## src/hw/rtl/stc_pkg.sv

```systemverilog
package stc_pkg;

  localparam logic [4:0] KIND_ID         = 5'd0;
  localparam logic [4:0] KIND_INT        = 5'd1;
  localparam logic [4:0] KIND_STRING     = 5'd2;
  localparam logic [4:0] KIND_OP         = 5'd3;
  localparam logic [4:0] KIND_ASSIGN     = 5'd4;
  localparam logic [4:0] KIND_COMP       = 5'd5;
  localparam logic [4:0] KIND_LPAREN     = 5'd6;
  localparam logic [4:0] KIND_RPAREN     = 5'd7;
  localparam logic [4:0] KIND_LBRACE     = 5'd8;
  localparam logic [4:0] KIND_RBRACE     = 5'd9;
  localparam logic [4:0] KIND_LBRACKET   = 5'd10;
  localparam logic [4:0] KIND_RBRACKET   = 5'd11;
  localparam logic [4:0] KIND_COMMA      = 5'd12;
  localparam logic [4:0] KIND_DOT        = 5'd13;
  localparam logic [4:0] KIND_COLON      = 5'd14;
  localparam logic [4:0] KIND_SEMICOLON  = 5'd15;
  localparam logic [4:0] KIND_UNKNOWN    = 5'd16;

  localparam logic [7:0] CH_SPACE      = 8'h20;
  localparam logic [7:0] CH_TAB        = 8'h09;
  localparam logic [7:0] CH_CR         = 8'h0D;
  localparam logic [7:0] CH_UNDERSCORE = 8'h5F;
  localparam logic [7:0] CH_EQUAL      = 8'h3D;
  localparam logic [7:0] CH_LESS       = 8'h3C;
  localparam logic [7:0] CH_GREATER    = 8'h3E;
  localparam logic [7:0] CH_BANG       = 8'h21;
  localparam logic [7:0] CH_QUOTE      = 8'h22;
  localparam logic [7:0] CH_PLUS       = 8'h2B;
  localparam logic [7:0] CH_MINUS      = 8'h2D;
  localparam logic [7:0] CH_STAR       = 8'h2A;
  localparam logic [7:0] CH_SLASH      = 8'h2F;
  localparam logic [7:0] CH_LPAREN     = 8'h28;
  localparam logic [7:0] CH_RPAREN     = 8'h29;
  localparam logic [7:0] CH_LBRACE     = 8'h7B;
  localparam logic [7:0] CH_RBRACE     = 8'h7D;
  localparam logic [7:0] CH_LBRACKET   = 8'h5B;
  localparam logic [7:0] CH_RBRACKET   = 8'h5D;
  localparam logic [7:0] CH_COMMA      = 8'h2C;
  localparam logic [7:0] CH_DOT        = 8'h2E;
  localparam logic [7:0] CH_COLON      = 8'h3A;
  localparam logic [7:0] CH_SEMICOLON  = 8'h3B;

  typedef struct packed {
    logic [4:0]  kind;
    logic [15:0] start;
    logic [15:0] length;
    logic [7:0]  first;
    logic [7:0]  second;
    logic        overflow;
    logic        last;
  } token_t;

  typedef struct packed {
    logic       hit;
    logic [4:0] kind;
  } punct_t;

  function automatic logic is_space(input logic [7:0] c);
    return (c == CH_SPACE) || (c >= CH_TAB && c <= CH_CR);
  endfunction

  function automatic logic is_digit(input logic [7:0] c);
    return (c >= 8'h30) && (c <= 8'h39);
  endfunction

  function automatic logic is_alpha(input logic [7:0] c);
    return ((c >= 8'h61) && (c <= 8'h7A)) || ((c >= 8'h41) && (c <= 8'h5A));
  endfunction

  function automatic logic is_oper(input logic [7:0] c);
    return (c == CH_PLUS) || (c == CH_MINUS) || (c == CH_STAR) || (c == CH_SLASH) ||
           (c == CH_EQUAL) || (c == CH_BANG) || (c == CH_LESS) || (c == CH_GREATER);
  endfunction

  function automatic punct_t punct_lookup(input logic [7:0] c);
    punct_t r;
    r.hit = 1'b1;
    unique case (c)
      CH_LPAREN:    r.kind = KIND_LPAREN;
      CH_RPAREN:    r.kind = KIND_RPAREN;
      CH_LBRACE:    r.kind = KIND_LBRACE;
      CH_RBRACE:    r.kind = KIND_RBRACE;
      CH_LBRACKET:  r.kind = KIND_LBRACKET;
      CH_RBRACKET:  r.kind = KIND_RBRACKET;
      CH_COMMA:     r.kind = KIND_COMMA;
      CH_DOT:       r.kind = KIND_DOT;
      CH_COLON:     r.kind = KIND_COLON;
      CH_SEMICOLON: r.kind = KIND_SEMICOLON;
      default: begin
        r.hit  = 1'b0;
        r.kind = KIND_UNKNOWN;
      end
    endcase
    return r;
  endfunction

  function automatic logic [4:0] lone_oper_kind(input logic [7:0] h);
    if (h == CH_EQUAL) return KIND_ASSIGN;
    if (h == CH_LESS || h == CH_GREATER) return KIND_COMP;
    return KIND_OP;
  endfunction

endpackage

```

## src/hw/rtl/source_char_tokenizer.sv

```systemverilog
// output: a token is registered into the token queue when the character that ends it is accepted
// throughput: one character per cycle; a character that closes two tokens queues both, which
// leave the output one at a time, and the input stalls while more than two tokens wait in the 4-entry queue
// reset: synchronous active-high rst returns the scanner to idle at position zero
// and empties the token queue
module source_char_tokenizer #(
  parameter int OFFSET_BITS = 16
) (
  input  logic        clk,
  input  logic        rst,
  input  logic        in_valid,
  output logic        in_stall,
  input  logic [7:0]  char_code,
  input  logic        end_of_source,
  output logic        out_valid,
  input  logic        out_stall,
  output logic [4:0]  token_kind,
  output logic [15:0] token_start,
  output logic [15:0] token_length,
  output logic [7:0]  text_first,
  output logic [7:0]  text_second,
  output logic        offset_overflow,
  output logic        last_of_run
);

  localparam int EXT_BITS = (OFFSET_BITS > 16) ? OFFSET_BITS : 16;
  localparam logic [OFFSET_BITS-1:0] POS_MAX = {OFFSET_BITS{1'b1}};

  typedef enum logic [2:0] {
    MODE_IDLE,
    MODE_IDENT,
    MODE_INT,
    MODE_STRING,
    MODE_OPER
  } mode_t;

  function automatic logic [15:0] clamp16(input logic [OFFSET_BITS-1:0] v);
    logic [EXT_BITS-1:0] e;
    e = EXT_BITS'(v);
    return (e > EXT_BITS'(17'h0FFFF)) ? 16'hFFFF : e[15:0];
  endfunction

  mode_t                  scan_mode, scan_mode_next;
  logic [7:0]             held_operator, held_operator_next;
  logic [OFFSET_BITS-1:0] token_begin, token_begin_next;
  logic [OFFSET_BITS-1:0] token_count, token_count_next;
  logic [OFFSET_BITS-1:0] char_position, char_position_next;
  logic                   position_saturated, position_saturated_next;

  stc_pkg::token_t tok_fifo [4];
  logic [1:0] wr_ptr, rd_ptr;
  logic [2:0] fill, fill_next;

  logic in_accept, out_accept;
  logic do_flush, run_idle, idle_ok, ovf;
  logic [1:0] n_tok;
  stc_pkg::token_t flush_tok, idle_tok, slot0, slot1;
  stc_pkg::punct_t pk;

  assign in_accept  = in_valid && !in_stall;
  assign out_accept = out_valid && !out_stall;
  assign in_stall   = fill > 3'd2;
  assign out_valid  = fill != 3'd0;

  always_comb begin
    scan_mode_next          = scan_mode;
    held_operator_next      = held_operator;
    token_begin_next        = token_begin;
    token_count_next        = token_count;
    char_position_next      = char_position;
    position_saturated_next = position_saturated;
    do_flush = 1'b0;
    run_idle = 1'b0;
    idle_ok  = 1'b0;
    pk       = stc_pkg::punct_lookup(char_code);

    // pending token as it would be flushed
    flush_tok        = '0;
    flush_tok.start  = clamp16(token_begin);
    flush_tok.length = clamp16(token_count);
    unique case (scan_mode)
      MODE_IDENT:  flush_tok.kind = stc_pkg::KIND_ID;
      MODE_INT:    flush_tok.kind = stc_pkg::KIND_INT;
      MODE_STRING: flush_tok.kind = stc_pkg::KIND_STRING;
      MODE_OPER: begin
        flush_tok.kind   = stc_pkg::lone_oper_kind(held_operator);
        flush_tok.length = 16'd1;
        flush_tok.first  = held_operator;
      end
      default: flush_tok.kind = stc_pkg::KIND_ID;
    endcase

    idle_tok = '0;
    ovf = end_of_source ? position_saturated
                        : (position_saturated || (char_position == POS_MAX));

    if (in_accept) begin
      if (end_of_source) begin
        do_flush                = (scan_mode != MODE_IDLE);
        scan_mode_next          = MODE_IDLE;
        held_operator_next      = '0;
        token_begin_next        = '0;
        token_count_next        = '0;
        char_position_next      = '0;
        position_saturated_next = 1'b0;
      end else begin
        if (char_position == POS_MAX) position_saturated_next = 1'b1;
        else char_position_next = char_position + 1'b1;

        unique case (scan_mode)
          MODE_IDENT, MODE_INT: begin
            if (stc_pkg::is_digit(char_code) || (scan_mode == MODE_IDENT &&
                (stc_pkg::is_alpha(char_code) || char_code == stc_pkg::CH_UNDERSCORE))) begin
              if (token_count == POS_MAX) position_saturated_next = 1'b1;
              else token_count_next = token_count + 1'b1;
            end else begin
              do_flush = 1'b1;
              run_idle = 1'b1;
            end
          end
          MODE_STRING: begin
            if (char_code == stc_pkg::CH_QUOTE) begin
              do_flush = 1'b1;
            end else if (token_count == POS_MAX) begin
              position_saturated_next = 1'b1;
            end else begin
              token_count_next = token_count + 1'b1;
            end
          end
          MODE_OPER: begin
            do_flush = 1'b1;
            if (char_code == stc_pkg::CH_EQUAL) begin
              if (held_operator == stc_pkg::CH_PLUS || held_operator == stc_pkg::CH_MINUS ||
                  held_operator == stc_pkg::CH_STAR || held_operator == stc_pkg::CH_SLASH) begin
                flush_tok.kind = stc_pkg::KIND_ASSIGN;
              end else begin
                flush_tok.kind   = stc_pkg::KIND_COMP;
                flush_tok.length = 16'd2;
                flush_tok.second = stc_pkg::CH_EQUAL;
              end
            end else if ((held_operator == stc_pkg::CH_LESS ||
                          held_operator == stc_pkg::CH_GREATER) &&
                         char_code == held_operator) begin
              // shift operator
              flush_tok.kind   = stc_pkg::KIND_OP;
              flush_tok.length = 16'd2;
              flush_tok.second = held_operator;
            end else begin
              run_idle = 1'b1;
            end
          end
          default: run_idle = 1'b1;
        endcase

        if (do_flush) begin
          scan_mode_next     = MODE_IDLE;
          held_operator_next = '0;
          token_begin_next   = '0;
          token_count_next   = '0;
        end else if (run_idle) begin
          scan_mode_next = MODE_IDLE;
        end

        if (run_idle && !stc_pkg::is_space(char_code)) begin
          if (stc_pkg::is_alpha(char_code) || char_code == stc_pkg::CH_UNDERSCORE) begin
            scan_mode_next   = MODE_IDENT;
            token_begin_next = char_position;
            token_count_next = OFFSET_BITS'(1);
          end else if (stc_pkg::is_digit(char_code)) begin
            scan_mode_next   = MODE_INT;
            token_begin_next = char_position;
            token_count_next = OFFSET_BITS'(1);
          end else if (char_code == stc_pkg::CH_QUOTE) begin
            // text starts after the opening quote
            scan_mode_next   = MODE_STRING;
            token_begin_next = (char_position == POS_MAX) ? POS_MAX : char_position + 1'b1;
            token_count_next = '0;
          end else if (stc_pkg::is_oper(char_code)) begin
            scan_mode_next     = MODE_OPER;
            held_operator_next = char_code;
            token_begin_next   = char_position;
            token_count_next   = OFFSET_BITS'(1);
          end else if (pk.hit) begin
            idle_ok        = 1'b1;
            idle_tok.kind  = pk.kind;
            idle_tok.start = clamp16(char_position);
          end else begin
            idle_ok         = 1'b1;
            idle_tok.kind   = stc_pkg::KIND_UNKNOWN;
            idle_tok.start  = clamp16(char_position);
            idle_tok.length = 16'd1;
            idle_tok.first  = char_code;
          end
        end
      end
    end

    flush_tok.overflow = ovf;
    idle_tok.overflow  = ovf;
    n_tok = {1'b0, do_flush} + {1'b0, idle_ok};
    slot0 = do_flush ? flush_tok : idle_tok;
    slot0.last = (n_tok == 2'd1);
    slot1 = idle_tok;
    slot1.last = 1'b1;
    fill_next = fill + {1'b0, n_tok} - {2'b00, out_accept};
  end

  always_ff @(posedge clk) begin
    if (rst) begin
      scan_mode          <= MODE_IDLE;
      held_operator      <= '0;
      token_begin        <= '0;
      token_count        <= '0;
      char_position      <= '0;
      position_saturated <= 1'b0;
      wr_ptr             <= '0;
      rd_ptr             <= '0;
      fill               <= '0;
    end else begin
      scan_mode          <= scan_mode_next;
      held_operator      <= held_operator_next;
      token_begin        <= token_begin_next;
      token_count        <= token_count_next;
      char_position      <= char_position_next;
      position_saturated <= position_saturated_next;
      wr_ptr             <= wr_ptr + n_tok;
      if (out_accept) rd_ptr <= rd_ptr + 2'd1;
      fill               <= fill_next;
    end
  end

  always_ff @(posedge clk) begin
    if (n_tok != 2'd0) tok_fifo[wr_ptr] <= slot0;
    if (n_tok == 2'd2) tok_fifo[wr_ptr + 2'd1] <= slot1;
  end

  assign token_kind      = tok_fifo[rd_ptr].kind;
  assign token_start     = tok_fifo[rd_ptr].start;
  assign token_length    = tok_fifo[rd_ptr].length;
  assign text_first      = tok_fifo[rd_ptr].first;
  assign text_second     = tok_fifo[rd_ptr].second;
  assign offset_overflow = tok_fifo[rd_ptr].overflow;
  assign last_of_run     = tok_fifo[rd_ptr].last;

endmodule

```

## config.mk

```make
export PLATFORM = sky130hd
export DESIGN_NAME = source_char_tokenizer
export DESIGN_NICKNAME = d
export VERILOG_FILES = /design/src/hw/rtl/stc_pkg.sv /design/src/hw/rtl/source_char_tokenizer.sv
export SDC_FILE = /design/constraint.sdc
export NUM_CORES = 1
export LEC_CHECK = 0
export ABC_CLOCK_PERIOD_IN_PS = 6730
export BUFFER_PORTS_ARGS = -buffer_cell sky130_fd_sc_hd__buf_2
export CAP_MARGIN = 20
export CORE_MARGIN = 3
export CORE_UTILIZATION = 50
export DETAILED_ROUTE_END_ITERATION = 12
export GPL_ROUTABILITY_DRIVEN = 0
export GPL_TIMING_DRIVEN = 1
export PLACE_DENSITY = 0.68
export SLEW_MARGIN = 10
export SYNTH_ARGS = -nofsm -noshare
export SYNTH_HDL_FRONTEND = slang
export SYNTH_SLANG_ARGS = --single-unit
```

## constraint.sdc

```tcl
create_clock -name clk -period 6.73 [get_ports clk]
set_input_delay 0.673 -clock clk [delete_from_list [all_inputs] [get_ports clk]]
set_output_delay 0.673 -clock clk [all_outputs]
set_load 0.05 [all_outputs]
```

==> flow_summary.yaml <==
timing:
  worstMarginPinSlew_ns: 1.12
  period_needed_ns: 4.78
  setup_viol: 0
  rsz0062_at_grt: "no"
  finalMaxSlewViolations: 0
  fmax_mhz: 209
  final.period_utilization_pct: 71.0
  final.setup.tns_ns: 0
  slew_headroom_pct: 25.0
  hold_viol_final: 0
  fin_skew_ns: 0.0160
drt:
  drc: 0
  viasPerCell: 6.57
  wl_um: 40100
  first_iter_violations: 1307
  wl_per_cell_um: 23.7
  via_count: 11100
  ant_nets: 0
  firstDrtPassIters: 5
critical_path:
  endpoint_kind: "flop"
  arrival_ns: 5.10
  path_cells: "nor3b_2 > buf_4 > a21oi_1 > nand2_1 > o21ai_2 > ha_1 > nand3b_1 > o22ai_1 > a31oi_2 > nor2_2 > a22o_1"
  critPathMaxFanout: 15
  slowest_stage: "o21ai_2"
  crit_required_ns: 7.05
  worstSetupStartpointType: "flop"
  crit_type: "reg -> reg"
  cp_top_family: "compound AO/OA/AOI/OAI gates"
  cp.buffers_inverters: 1
  cp_slowest_stage_delay_ns: 0.65
power:
  p_per_area_nw_per_um2: 296
  ir_drop_mv: 0.237
  p_leak_nw: 5.30
status:
  status: "complete, no violations"
cts:
  tritoncts: "done"
  cts.clk_slew.worst_paths_ns: 0.07
  root_buffer: "clkbuf_16"
  cts_made_buffers: 31
  clockBufferDepth: 3
  htree_levels: 1
  cts_setup_buffers: 0
  insertion_delay_ns: 0.57
  cts_sinks: 289
  postCtsHoldBufs: 0
  ctsResizeCount: 0
global_routing:
  overflow: 0
  first_global_vias: 10600
  grt_max_degree: 56
  grt_usage_pct: 25.7
  grt_pass1_wl_um: 62400
  antenna_found_initial: 1
floorplan:
  die_width_um: 175
  initial_core_util_pct: 51.0
  die-area_um2: 30500
  io_pins: 70
  core_um2: 27900
  rows: 61
  fp.dieH_um: 175
synth:
  synthesis.instances: 1289
  synth_ff_type: "dfxtp_1"
  yosysSeqAreaShare_pct: 49.4
  synthArstFlopShare_pct: 0
  syn_nets: 1311
  yosysWarnings: 0
  ys_seq_elements: 289
  synth-edff-count: 124
  syn-cell-area_um2: 14200
  synth_cell_types: 90
  syn_area_per_cell_um2: 11.0
finish:
  nets: 1313
  antenna_cells: 0
  drive_gt1_share_pct: 18.2
  area_growth_pct: 10.3
  final_util_pct: 56.2
placement:
  portBuffers: 69
  dp_hpwl_um: 26300
job:
  maxCapViolCount: 0
worst_hold_path:
  worstHoldPathType: "reg -> reg"
[power by group]
group          internal [mW]  switching [mW]  total (mW)
clock network          0.949           0.733        1.68
registers               1.89          0.0651        1.95
logic                  0.319           0.699        1.02
total                   3.15            1.50        4.65
[logic make-up after synthesis]
kind of cell / Yosys count / synth area share [%]
buffers and inverters: 138 / 4.06
multiplexers: 59 / 8.99
adder cells (fa/ha/maj): 9 / 0.844
AO/OA/AOI/OAI: 410 / 22.1
XOR/XNOR: 14 / 0.861
AND/OR/NAND/NOR: 370 / 13.8
flip-flops: 289 / 49.4
[worst register-to-register path: stages (launching register included)]
cell,delay (ns)
dfxtp_1,0.58
nor3b_2,0.10
buf_4,0.22
a21oi_1,0.53
nand2_1,0.17
o21ai_2,0.65
ha_1,0.39
nand3b_1,0.60
o22ai_1,0.21
a31oi_2,0.50
nor2_2,0.31
a22o_1,0.27
[cell usage in the layout (no fill, tap or decap), drive strengths merged, types with 8 or more instances in the layout]
cell	netlist	final
a211oi	9	9
a21oi	50	50
a22o	143	143
a31oi	16	16
a32o	17	17
and2	12	12
and3	11	11
buf	48	89
clkbuf	72	38
clkinv	0	11
dfxtp	165	165
edfxtp	124	124
ha	8	8
inv	18	21
mux4	55	55
nand2	97	97
nand2b	15	15
nand3	35	35
nand3b	8	8
nand4	11	11
nor2	83	83
nor2b	11	11
nor3	30	30
o21ai	62	62
o22ai	20	20
o2bb2ai	12	12
o31ai	9	9
o32ai	11	11
or3	23	23
xnor2	8	8
[flip-flops by register name, summed over array words and instances (netlist names), 2 cells and up, named ones only]
register       flops
tok_fifo         220
token_begin       16
token_count       16
char_position     16
held_operator      8
rd_ptr             2
wr_ptr             2
fill               3
scan_mode          3
[metal layers]
layer  vias to the layer above  track usage [%]  part of all wire, %
met5                         -                0                    0
met4                         0             6.45                  2.5
met3                        81             4.50                  8.5
met2                       527             40.7                   46
met1                      5483             37.1                   43
li1                       5039                -                    -
[cells in the mapped netlist, types with 6 or more instances]
library cell / n / area, um^2
nand3b_1: 7 / 52.6
and2_1: 12 / 75.1
a211oi_1: 8 / 60.1
nand2_1: 97 / 364
o31ai_1: 9 / 67.6
nor2b_1: 11 / 68.8
buf_1: 14 / 52.6
clkbuf_1: 71 / 267
a21oi_1: 49 / 245
nor2_1: 76 / 285
dfxtp_1: 165 / 3300
o21ai_0: 32 / 160
o32ai_1: 11 / 96.3
or3_1: 23 / 144
xor2_1: 6 / 52.6
nand2b_1: 15 / 93.8
nor3_2: 8 / 80.1
o2bb2ai_1: 11 / 96.3
o21ai_1: 26 / 130
nor2_2: 7 / 43.8
nand4_1: 11 / 68.8
ha_1: 8 / 100
inv_1: 16 / 60.1
and3_1: 11 / 68.8
nor3_1: 22 / 110
a32o_1: 17 / 170
edfxtp_1: 124 / 3720
mux4_2: 55 / 1240
xnor2_1: 8 / 70.1
a31oi_1: 12 / 75.1
nand3_1: 35 / 175
o21bai_1: 6 / 45.0
buf_2: 29 / 145
a22o_1: 143 / 1250
o22ai_1: 20 / 125
[through the flow]
step	hold WS (ns)	instances	cell area [um^2]	power [mW]	setup slack [ns]
5_1_grt	0.461	1693	15700	4.80	1.68
4_1_cts	0.440	1690	15700	4.67	2.07
6_report	0.439	1693	15700	4.65	1.95
3_5_place_dp	0.430	1633	14700	3.01	1.54
3_3_place_gp	0.428	1633	14700	3.00	1.66
2_1_floorplan	0.418	1289	14200	2.75	2.52
[final timing paths]
check	slack [ns]	cells after the start	from	to
min	0.44	2	tok_fifo[3][4]	tok_fifo[3][4]
max	1.95	11	scan_mode[1]	tok_fifo[3][40]
min reg2reg	0.44	2	tok_fifo[3][4]	tok_fifo[3][4]
max reg2reg	1.95	11	scan_mode[1]	tok_fifo[3][40]
[layout make-up]
| cell class | count | area [um^2] |
|---|---|---|
| fill | 2415 | 12200 |
| inverter | 18 | 67.6 |
| clock buffer | 38 | 822 |
| multi-input combinational | 862 | 6630 |
| timing repair buffer | 89 | 499 |
| tap | 378 | 473 |
| sequential | 289 | 7030 |
| clock inverter | 19 | 171 |
Power figures use the tool's default switching activity.
